`src/rtl/core/mm3_pkg.sv`:
```
// ----------------------------------------------------------------------------
// MurmurHash3 32-bit stream package
// Constants, operand codes and the command and status types shared by the
// controller and the datapath.
// ----------------------------------------------------------------------------
package mm3_pkg;

  localparam logic [31:0] MIX_C1   = 32'hcc9e2d51;
  localparam logic [31:0] MIX_C2   = 32'h1b873593;
  localparam logic [31:0] FOLD_ADD = 32'he6546b64;
  localparam logic [31:0] AVAL_M1  = 32'h85ebca6b;
  localparam logic [31:0] AVAL_M2  = 32'hc2b2ae35;

  localparam int unsigned MIX_ROT  = 15;
  localparam int unsigned FOLD_ROT = 13;

  localparam logic [2:0] FULL_WORD_BYTES = 3'd4;

  // Operand selection for the shared multiplier.
  typedef enum logic [1:0] {
    MUL_MIX1,
    MUL_MIX2,
    MUL_AVAL1,
    MUL_AVAL2
  } mul_op_t;

  typedef struct packed {
    logic    load;     // capture an accepted request
    logic    mul_en;   // write the product register
    mul_op_t mul_op;
    logic    mix;      // fold or xor the mixed word into the accumulator
    logic    fin;      // xor in the length and do the first shift step
    logic    emit;     // load the output register, close the message
  } mm3_cmd_t;

  typedef struct packed {
    logic last;        // the request being worked on ends its message
  } mm3_status_t;

endpackage

```
`src/rtl/core/mm3_ctrl.sv`:
```
// ----------------------------------------------------------------------------
// MurmurHash3 32-bit stream controller
// Sequences each request through the shared multiplier and drives the
// handshake of both channels.
// ----------------------------------------------------------------------------
module mm3_ctrl
  import mm3_pkg::*;
(
  input  logic        clk,
  input  logic        rst_n,
  input  logic        in_valid,
  output logic        in_ready,
  output logic        out_valid,
  input  logic        out_ready,
  input  mm3_status_t status,
  output mm3_cmd_t    cmd
);

  typedef enum logic [2:0] {
    ST_IDLE,
    ST_MUL1,
    ST_MUL2,
    ST_MIX,
    ST_FIN,
    ST_AV1,
    ST_AV2,
    ST_EMIT
  } state_t;

  state_t state_r, state_nxt;
  logic   out_valid_r, out_valid_nxt;
  logic   emit_ok;

  // The output register may be reloaded once it is empty or being taken.
  assign emit_ok   = !out_valid_r || out_ready;
  assign in_ready  = (state_r == ST_IDLE);
  assign out_valid = out_valid_r;

  always_comb begin
    cmd           = '0;
    cmd.mul_op    = MUL_MIX1;
    state_nxt     = state_r;
    out_valid_nxt = out_valid_r && !out_ready;
    unique case (state_r)
      ST_IDLE: begin
        if (in_valid) begin
          cmd.load  = 1'b1;
          state_nxt = ST_MUL1;
        end
      end
      ST_MUL1: begin
        cmd.mul_en = 1'b1;
        cmd.mul_op = MUL_MIX1;
        state_nxt  = ST_MUL2;
      end
      ST_MUL2: begin
        cmd.mul_en = 1'b1;
        cmd.mul_op = MUL_MIX2;
        state_nxt  = ST_MIX;
      end
      ST_MIX: begin
        cmd.mix   = 1'b1;
        state_nxt = status.last ? ST_FIN : ST_IDLE;
      end
      ST_FIN: begin
        cmd.fin   = 1'b1;
        state_nxt = ST_AV1;
      end
      ST_AV1: begin
        cmd.mul_en = 1'b1;
        cmd.mul_op = MUL_AVAL1;
        state_nxt  = ST_AV2;
      end
      ST_AV2: begin
        cmd.mul_en = 1'b1;
        cmd.mul_op = MUL_AVAL2;
        state_nxt  = ST_EMIT;
      end
      ST_EMIT: begin
        if (emit_ok) begin
          cmd.emit      = 1'b1;
          out_valid_nxt = 1'b1;
          state_nxt     = ST_IDLE;
        end
      end
      default: state_nxt = ST_IDLE;
    endcase
  end

  always_ff @(posedge clk) begin
    if (!rst_n) begin
      state_r     <= ST_IDLE;
      out_valid_r <= 1'b0;
    end else begin
      state_r     <= state_nxt;
      out_valid_r <= out_valid_nxt;
    end
  end

endmodule

```
`src/rtl/core/mm3_datapath.sv`:
```
// ----------------------------------------------------------------------------
// MurmurHash3 32-bit stream datapath
// Seed, accumulator, byte counter, one shared multiplier with its product
// register, and the output register.
// ----------------------------------------------------------------------------
module mm3_datapath
  import mm3_pkg::*;
(
  input  logic        clk,
  input  logic        rst_n,
  input  logic        cfg_we,
  input  logic [31:0] cfg_seed,
  input  logic [31:0] in_message_word,
  input  logic [2:0]  in_byte_count,
  input  logic        in_last_word,
  input  mm3_cmd_t    cmd,
  output mm3_status_t status,
  output logic [31:0] out_hash_value
);

  logic [31:0] seed_r;
  logic        msg_open_r;
  logic [31:0] word_r;
  logic        full_r;
  logic        last_r;
  logic [31:0] acc_r, acc_nxt;
  logic [31:0] bytes_r;
  logic [31:0] prod_r;
  logic [31:0] hash_r;

  logic        in_full;
  logic [31:0] in_masked;
  logic [2:0]  in_add;
  logic [31:0] acc_base, bytes_base;
  logic [31:0] mul_a, mul_b;
  logic [31:0] fold_x, fold_r;
  logic [31:0] fin_h;

  function automatic logic [31:0] rotl(input logic [31:0] v, input int unsigned n);
    rotl = (v << n) | (v >> (32 - n));
  endfunction

  // Words before the last are always taken as four bytes.
  assign in_full = !in_last_word || (in_byte_count >= FULL_WORD_BYTES);
  assign in_add  = in_full ? FULL_WORD_BYTES : in_byte_count;

  always_comb begin
    in_masked = in_message_word;
    if (!in_full) begin
      unique case (in_byte_count[1:0])
        2'd0: in_masked = 32'h0;
        2'd1: in_masked = {24'h0, in_message_word[7:0]};
        2'd2: in_masked = {16'h0, in_message_word[15:0]};
        2'd3: in_masked = {8'h0, in_message_word[23:0]};
        default: in_masked = in_message_word;
      endcase
    end
  end

  assign acc_base   = msg_open_r ? acc_r : seed_r;
  assign bytes_base = msg_open_r ? bytes_r : 32'h0;

  always_comb begin
    unique case (cmd.mul_op)
      MUL_MIX1: begin
        mul_a = word_r;
        mul_b = MIX_C1;
      end
      MUL_MIX2: begin
        mul_a = rotl(prod_r, MIX_ROT);
        mul_b = MIX_C2;
      end
      MUL_AVAL1: begin
        mul_a = acc_r;
        mul_b = AVAL_M1;
      end
      MUL_AVAL2: begin
        mul_a = prod_r ^ (prod_r >> 13);
        mul_b = AVAL_M2;
      end
      default: begin
        mul_a = word_r;
        mul_b = MIX_C1;
      end
    endcase
  end

  // Times five is a shift and an add.
  assign fold_x = acc_r ^ prod_r;
  assign fold_r = rotl(fold_x, FOLD_ROT);
  assign fin_h  = acc_r ^ bytes_r;

  always_comb begin
    acc_nxt = acc_r;
    if (cmd.load) begin
      acc_nxt = acc_base;
    end else if (cmd.mix) begin
      acc_nxt = full_r ? ((fold_r << 2) + fold_r + FOLD_ADD) : fold_x;
    end else if (cmd.fin) begin
      acc_nxt = fin_h ^ (fin_h >> 16);
    end
  end

  always_ff @(posedge clk) begin
    if (!rst_n) begin
      seed_r     <= 32'h0;
      msg_open_r <= 1'b0;
    end else begin
      if (cfg_we) begin
        seed_r <= cfg_seed;
      end
      if (cmd.load) begin
        msg_open_r <= 1'b1;
      end else if (cmd.emit) begin
        msg_open_r <= 1'b0;
      end
    end
  end

  always_ff @(posedge clk) begin
    acc_r <= acc_nxt;
    if (cmd.load) begin
      word_r  <= in_masked;
      full_r  <= in_full;
      last_r  <= in_last_word;
      bytes_r <= bytes_base + {29'h0, in_add};
    end
    if (cmd.mul_en) begin
      prod_r <= mul_a * mul_b;
    end
    if (cmd.emit) begin
      hash_r <= prod_r ^ (prod_r >> 16);
    end
  end

  assign status.last    = last_r;
  assign out_hash_value = hash_r;

endmodule

```
`src/rtl/core/murmur3_32_hash_stream_unit.sv`:
```
// ----------------------------------------------------------------------------
// MurmurHash3 32-bit stream unit
// Hashes messages that arrive as little-endian 32-bit words and returns one
// 32-bit hash per message.
// ----------------------------------------------------------------------------
// Usage: each request on the in_ channel carries a word, its number of valid
// bytes and a last flag. Words before the last are always taken as four
// bytes; the last may hold zero to four. An empty message is a single last
// request with a count of zero.
// The seed is written through cfg_we and cfg_seed while the unit is idle, a
// rule for the user that the unit itself does not enforce; it applies from the next message start.
// Throughput: one request is worked on at a time, so the next request is
// accepted only when the unit is back in idle. A word that does not end its
// message passes twice through the single shared 32 by 32 multiplier for the
// key mix; a last word also passes twice more through it for the final mix,
// one pass per cycle.
// Sequence: after the last word is accepted the unit does the key mix, the
// length and shift step and the final mix, then loads the hash into the
// output register with out_valid once the output is free.
// Stalls: the hash sits in an output register, so the next message may be
// accepted while it waits. If it is still waiting when the next hash is
// ready, the unit holds in its final step with in_ready low until it is taken.
// Reset clears the seed to zero, closes any open message and empties the
// output register.
// ----------------------------------------------------------------------------
module murmur3_32_hash_stream_unit
  import mm3_pkg::*;
(
  input  logic        clk,
  input  logic        rst_n,
  input  logic        cfg_we,
  input  logic [31:0] cfg_seed,
  input  logic        in_valid,
  output logic        in_ready,
  input  logic [31:0] in_message_word,
  input  logic [2:0]  in_byte_count,
  input  logic        in_last_word,
  output logic        out_valid,
  input  logic        out_ready,
  output logic [31:0] out_hash_value
);

  mm3_cmd_t    cmd;
  mm3_status_t status;

  // The controller sequences the steps of each request; the datapath holds
  // every value and the shared multiplier.
  mm3_ctrl u_ctrl (
    .clk       (clk),
    .rst_n     (rst_n),
    .in_valid  (in_valid),
    .in_ready  (in_ready),
    .out_valid (out_valid),
    .out_ready (out_ready),
    .status    (status),
    .cmd       (cmd)
  );

  mm3_datapath u_datapath (
    .clk             (clk),
    .rst_n           (rst_n),
    .cfg_we          (cfg_we),
    .cfg_seed        (cfg_seed),
    .in_message_word (in_message_word),
    .in_byte_count   (in_byte_count),
    .in_last_word    (in_last_word),
    .cmd             (cmd),
    .status          (status),
    .out_hash_value  (out_hash_value)
  );

endmodule
```
`config.mk`:
```
export PLATFORM = sky130hd
export DESIGN_NAME = murmur3_32_hash_stream_unit
export DESIGN_NICKNAME = d
export VERILOG_FILES = /design/src/rtl/core/mm3_pkg.sv /design/src/rtl/core/mm3_ctrl.sv /design/src/rtl/core/mm3_datapath.sv /design/src/rtl/core/murmur3_32_hash_stream_unit.sv
export SDC_FILE = /design/constraint.sdc
export NUM_CORES = 2
export LEC_CHECK = 0
export BUFFER_PORTS_ARGS = -buffer_cell sky130_fd_sc_hd__buf_2
export CORE_ASPECT_RATIO = 1.75
export CORE_MARGIN = 2
export CORE_UTILIZATION = 45
export CTS_BUF_LIST = sky130_fd_sc_hd__clkbuf_16
export DETAILED_ROUTE_END_ITERATION = 10
export PLACE_DENSITY_LB_ADDON = 0.25
export SYNTH_ARGS = -nofsm -noshare
export SYNTH_HDL_FRONTEND = slang
export SYNTH_SLANG_ARGS = --single-unit
```
`constraint.sdc`:
```
create_clock -name clk -period 15.5 [get_ports clk]
set_clock_uncertainty 0.05 [all_clocks]
set_input_delay 3.1 -clock clk [delete_from_list [all_inputs] [get_ports clk]]
set_output_delay 3.1 -clock clk [all_outputs]
set_load 0.01 [all_outputs]
```
Yosys cells after proc, flatten, opt, wreduce, memory -nomap -nowiden
Cells that the tools add are included.

Equal/unequal tests: 16. Order comparisons: 1. Mux-type cells: 26. Bitwise logic cells: 7. Multipliers: 1. Reduce and logical (&&, ||, !) cells: 13. $add $sub $neg: 3.

Operator list (number): $pmux 32 s4 (3); $mux 32 (7); $xor 32x16->32 (2); $xor 32x32->32 (2); $add 32x3->32 (1); $add 32x32->32 (1); $add 32x32->32 const B (1); $mul 32x32->32 (1); $or 32x13->32 (1); $or 32x15->32 (1); $xor 32x19->32 (1); $pmux 3 s8 (1); $eq 3x3->1 const B (4); $mux 3 (4); $pmux 3 s4 (1); $mux 1 (10); $eq 2x2->1 const B (4); $eq 3x2->1 const B (2); $eq 2x1->1 const B (2); $logic_not 2->1 (2); $ne 2x2->1 const B (2); $reduce_and 2->1 (2); $eq 3x1->1 const B (1); $ge 3x3->1 const B (1); 7 further kinds (10).

Input port bits: 73. Bits in registers: 199.

Longest topological paths before layout
Word-level depth: 7. Gate-level depth with buffers: 41.

By module
Synthesis repeated with hierarchy kept, for this count alone.

Cells, all modules: 2770. Area, all modules: 27156.0 µm².

Modules (own cells, without submodules): mm3_datapath (sequential area each 5525.3 µm², area an instance 26874.5 µm², cells an instance 2740, times used 1); mm3_ctrl (sequential area each 80.1 µm², area an instance 281.5 µm², cells an instance 30, times used 1).

Worst setup path after synthesis
No wires, ideal clock.

Path type: register -> register. Start: register u_ctrl.state_r[0]. End: register u_datapath.prod_r[31] (data pin). Setup time: 0.268 ns. Arrival time: 10.705 ns. Stages on the path, launching flop included: 35. Setup slack: 4.477 ns. Period minus slack after synthesis: 11.023 ns. Cell sequence: dfxtp_1 -> buf_2 -> xor2_1 -> and2_0 -> buf_2 -> buf_1 -> ha_1 -> buf_4 -> clkbuf_1 -> buf_1 -> nand2_1 -> o311ai_0 -> o21a_1 -> inv_1 -> nor2_1 -> fa_1 -> fa_1 -> inv_1 -> fa_1 -> fa_1 -> inv_1 -> fa_1 -> ha_1 -> fa_1 -> fa_1 -> ha_1 -> a211o_1 -> a211oi_1 -> o211ai_1 -> a41oi_1 -> a31oi_1 -> a41o_1 -> a21o_1 -> a21oi_1 -> xnor3_1.

Word-level cells in the longest chain between the ends: 5. Elaborated cells on any way between the ends: 12.

Ends and longest elaborated chain: start, declared (line mm3_ctrl.sv:30) `state_t state_r, state_nxt;`; start signal, assigned (line mm3_ctrl.sv:95) `state_r <= state_nxt;`; $eq 3x3->1, or another cell as far along (line mm3_ctrl.sv:44) `unique case (state_r)`; $pmux 3 s4 * (line mm3_ctrl.sv:44); $eq 2x2->1, or another cell as far along (line mm3_datapath.sv:64) `unique case (cmd.mul_op)`; $pmux 32 s4 (line mm3_datapath.sv:64); $mul 32x32->32 * (line mm3_datapath.sv:129) `prod_r <= mul_a * mul_b;`; end signal, assigned (line mm3_datapath.sv:129); end, declared (line mm3_datapath.sv:28) `logic [31:0] prod_r;`.

Every way passes the cells marked *; elsewhere a longest branch is shown, timed or not. The select of a mux whose other input is x is not followed. A chain may end at the register's enable or synchronous reset.

Worst setup path in the final report
Ends and elaborated chain as after synthesis.

==> summary.md <==
The floorplan step defined a die boundary enclosing 61090 um2. The layout overhead on the synthesized area works out to 8.088%. For this design, the sink count on the clock tree is 199. In this run the worst path has a maximum fanout of 50.

Setup repair after global routing left no endpoint under its margin. The library cell occupying the most area in the post-synthesis netlist was sky130_fd_sc_hd__fa_1. For the number of instances in the synthesized netlist, the log shows 2767.

STA classifies the critical path endpoint as a flop. From left edge to right edge, the die measures 187.7 um. The tools report the buffer type at the clock tree root as sky130_fd_sc_hd__clkbuf_16. In this design, the critical path's most frequently occurring cell is sky130_fd_sc_hd__fa_1. Input and output buffers added on the ports amount to 106. Among all flip-flop cells after synthesis, the most frequent one is sky130_fd_sc_hd__edfxtp_1. The synthesized netlist contains 75 unique library cells. The worst setup path is launched from a flop. The height of the die works out to 325.5 um.

CTS built an H-tree with a depth of 4. The worst hold path cell count is 0. Clock tree synthesis inserted a total of 25 buffers. The sequential-to-total area share from yosys stat was 0.2109; the number of register bits inferred by synthesis was 199. Number of synthesis warnings: 0. For the HPWL after detailed placement, the log shows 88390 um. 107 I/O pins were placed.

Summing over every cut layer, the via total after detailed routing is 20290. The logs give 0 for the remaining global-route overflow and 105700 um for the detailed-route wire length. The critical path capture point was u_datapath.prod_r[31].

The row count was 117; the time the worst path needs with I/O delays and setup was 12220 ps. In the final layout, flip-flops and latches occupy 5607 um2. The detailed-route wire length per cell was 29.24 um. The flow ran to the end, and the final reports show no timing, DRC or antenna violations. The all-layer global routing usage is 0.3540, and the data arrival at the endpoint of the critical path is 12450 ps. The number of detailed-routing iterations run before antenna repair came out at 5.

The total count of max-transition violations in the final report is 0. Antenna violation net count after detailed routing: 0. The final clock period utilization by the worst path came out at 0.7883. The count of hold-fix buffers inserted at cts is 0. In the routed design, unresolved DRC markers number 0.

The critical path is of the flop to flop type. Routability-driven placement finished with a final weighted congestion of 1.052. The required arrival time at the worst endpoint came out at 15740 ps. The fraction of synthesized cell area taken by the top area cell type is 0.3013. Yosys mapped a number of flops with a built-in enable equal to 162. The number of buffer and inverter instances along the worst setup path works out to 8.

Cell type group with the largest total delay on the critical path: adder cells. Yosys attributes the largest share of cell area to sky130_fd_sc_hd__fa_1, sky130_fd_sc_hd__edfxtp_1, sky130_fd_sc_hd__ha_1. Using the TritonRoute via totals, the vias-per-cell ratio works out to 5.611. The critical path crosses 32 cells after its start point. The number of global-route vias before repair is 22410. The worst register-to-register path begins at u_ctrl.state_r[0]. The number of antenna violations at the first check in global routing was 5; the quantity of gates resized following cts was 0. The worst flop-to-flop path endpoint was u_datapath.prod_r[31].

Measured in cells, the most critical reg-to-reg path has a length of 32. Setup violations remaining at the end of the flow were counted as 0. Initial DRC count: 1397. Number of maximum-capacitance constraint violations: 0. Entering global routing, the biggest net connects 73 pins. The share of final-layout standard cells stronger than drive strength 1 works out to 0.07709. Number of buffers inserted by post-CTS setup repair: 0.

The mean instance size in the synthesized netlist came out at 9.604 um2. The number of nets in the synthesized netlist is 3433. Clock-pin slew was measured on the worst setup and hold paths at 80 ps.

Number of filler cells placed in the layout: 5691. The largest stage delay on the critical path is 940 ps, and the worst max-slew margin expressed relative to the limit is 0.1112. The run gives 152200 um as the global-route wire length before repair.

For the pin with the worst max-slew slack, the measured transition is 1328 ps. In the final layout, the multi-input gates occupy 18450 um2. The clock latency on the worst-skew pair is 530 ps. For the total negative slack, the log shows 0 ps. The tools report the timing-limited maximum frequency as 81.84 MHz.

The final-report hold violation count was 0; the fraction of registers with async set or reset after synthesis was 0. The run gives 3 as the number of buffers on the longest clock path. The cell area after technology mapping is 26580 um2, and the register-to-register setup slack is 3280 ps. For this design, the slowest cell found on the critical path is sky130_fd_sc_hd__o21ai_1. The effective utilization at floorplan came out at 0.4561.

The timing startpoint of the critical path was u_ctrl.state_r[0]. For the core box area, the log shows 58260 um2. For the number of nets in the finished design, the log shows 3502. TritonCTS built the clock tree. The type of the tightest min-delay check is flop to flop.
==> cell usage after synthesis (11+ instances only) <==
master and n:
sky130_fd_sc_hd__and3_1 11, sky130_fd_sc_hd__nand3_1 21, sky130_fd_sc_hd__and2_1 25, sky130_fd_sc_hd__xor2_1 92
sky130_fd_sc_hd__o22ai_1 15, sky130_fd_sc_hd__a21o_1 33, sky130_fd_sc_hd__ha_1 193, sky130_fd_sc_hd__inv_1 582
sky130_fd_sc_hd__a31oi_1 15, sky130_fd_sc_hd__nor2b_1 62, sky130_fd_sc_hd__xnor2_1 148, sky130_fd_sc_hd__edfxtp_1 162
sky130_fd_sc_hd__clkbuf_1 72, sky130_fd_sc_hd__mux2i_1 49, sky130_fd_sc_hd__nand2b_1 31, sky130_fd_sc_hd__dfxtp_1 37
sky130_fd_sc_hd__o21a_1 13, sky130_fd_sc_hd__o21ai_0 92, sky130_fd_sc_hd__buf_1 12, sky130_fd_sc_hd__nor2_1 231
sky130_fd_sc_hd__nor3_1 19, sky130_fd_sc_hd__nand2_1 191, sky130_fd_sc_hd__or2_2 14, sky130_fd_sc_hd__fa_1 400
sky130_fd_sc_hd__a211oi_1 21, sky130_fd_sc_hd__buf_2 12, sky130_fd_sc_hd__a21oi_1 85
==> registers in the layout, indices dropped and copies added, names as in the netlist, 3 cells and up <==
signal and cells:
u_datapath.acc_r 32, u_datapath.seed_r 32, u_datapath.word_r 32, u_datapath.bytes_r 32
u_datapath.out_hash_value 32, u_datapath.prod_r 32, u_ctrl.state_r 3
==> cell families (layout without fill, tap and decap cells) <==
logic type,count (synthesis),in the layout,share of synthesized area
AO/OA/AOI/OAI,360,360,0.08753
buffers and inverters,684,758,0.09760
XOR/XNOR,244,244,0.08225
other,0,2,0
multiplexers,57,57,0.02199
flip-flops,199,199,0.2109
AND/OR/NAND/NOR,630,630,0.1075
adder cells (fa/ha/maj),593,593,0.3922
==> worst min-delay path by stage <==
stage / slack (ps) / from / end
5_1_grt: 420 / u_datapath.prod_r[18] / u_datapath.out_hash_value[18]
3_3_place_gp: 390 / u_datapath.prod_r[18] / u_datapath.out_hash_value[18]
4_1_cts: 400 / u_datapath.prod_r[18] / u_datapath.out_hash_value[18]
2_1_floorplan: 370 / u_datapath.prod_r[16] / u_datapath.out_hash_value[16]
6_report: 400 / u_datapath.prod_r[18] / u_datapath.out_hash_value[18]
3_5_place_dp: 390 / u_datapath.prod_r[18] / u_datapath.out_hash_value[18]
==> per-layer routing <==
metal	GRT usage	vias up	routed length, um
met5	0	-	0
met4	0.3576	0	13260
met3	0.04262	426	4621
met2	0.6404	900	54890
met1	0.3364	10130	32980
li1	-	8836	-
==> cell type report <==
class | instances | share of cell area
multi-input combinational | 1884 | 0.6422
sequential | 199 | 0.1952
inverter | 586 | 0.07666
tap | 773 | 0.03367
timing repair buffer | 140 | 0.02735
clock buffer | 25 | 0.02178
clock inverter | 7 | 0.002962
antenna | 2 | 0.0001742
==> placed cells by master, fill, tap and decap left out, types with 17 or more instances in the layout <==
cell                        synthesis  final
sky130_fd_sc_hd__o21ai_0           92     91
sky130_fd_sc_hd__buf_2             12    106
sky130_fd_sc_hd__nand2b_1          31     31
sky130_fd_sc_hd__a21o_1            33     33
sky130_fd_sc_hd__and2_1            25     26
sky130_fd_sc_hd__nor3_1            19     17
sky130_fd_sc_hd__xor2_1            92     91
sky130_fd_sc_hd__clkbuf_16          0     25
sky130_fd_sc_hd__fa_1             400    400
sky130_fd_sc_hd__mux2i_1           49     49
sky130_fd_sc_hd__buf_4              1     34
sky130_fd_sc_hd__nor2_1           231    230
sky130_fd_sc_hd__nand3_1           21     21
sky130_fd_sc_hd__a211oi_1          21     21
sky130_fd_sc_hd__ha_1             193    191
sky130_fd_sc_hd__a21oi_1           85     84
sky130_fd_sc_hd__inv_1            582    584
sky130_fd_sc_hd__nand2_1          191    191
sky130_fd_sc_hd__dfxtp_1           37     36
sky130_fd_sc_hd__xnor2_1          148    148
sky130_fd_sc_hd__nor2b_1           62     62
sky130_fd_sc_hd__edfxtp_1         162    162
==> stage by stage <==
stage	hold WS, ps	setup slack, ps	cell area [um2]	utilization	std cells
after detailed placement	388.7	3517	28000	0.4805	3582
after global placement	388.9	3731	28000	0.4805	3582
final	403.0	3281	28730	0.4930	3616
after floorplan	374.4	4477	26580	-	2767
after global routing	423.4	2979	28720	0.4929	3614
after CTS	404.2	3525	28710	0.4927	3614
Power is not shown: default switching activity piles up to over one toggle a cycle in this logic, so the estimate is an artifact.
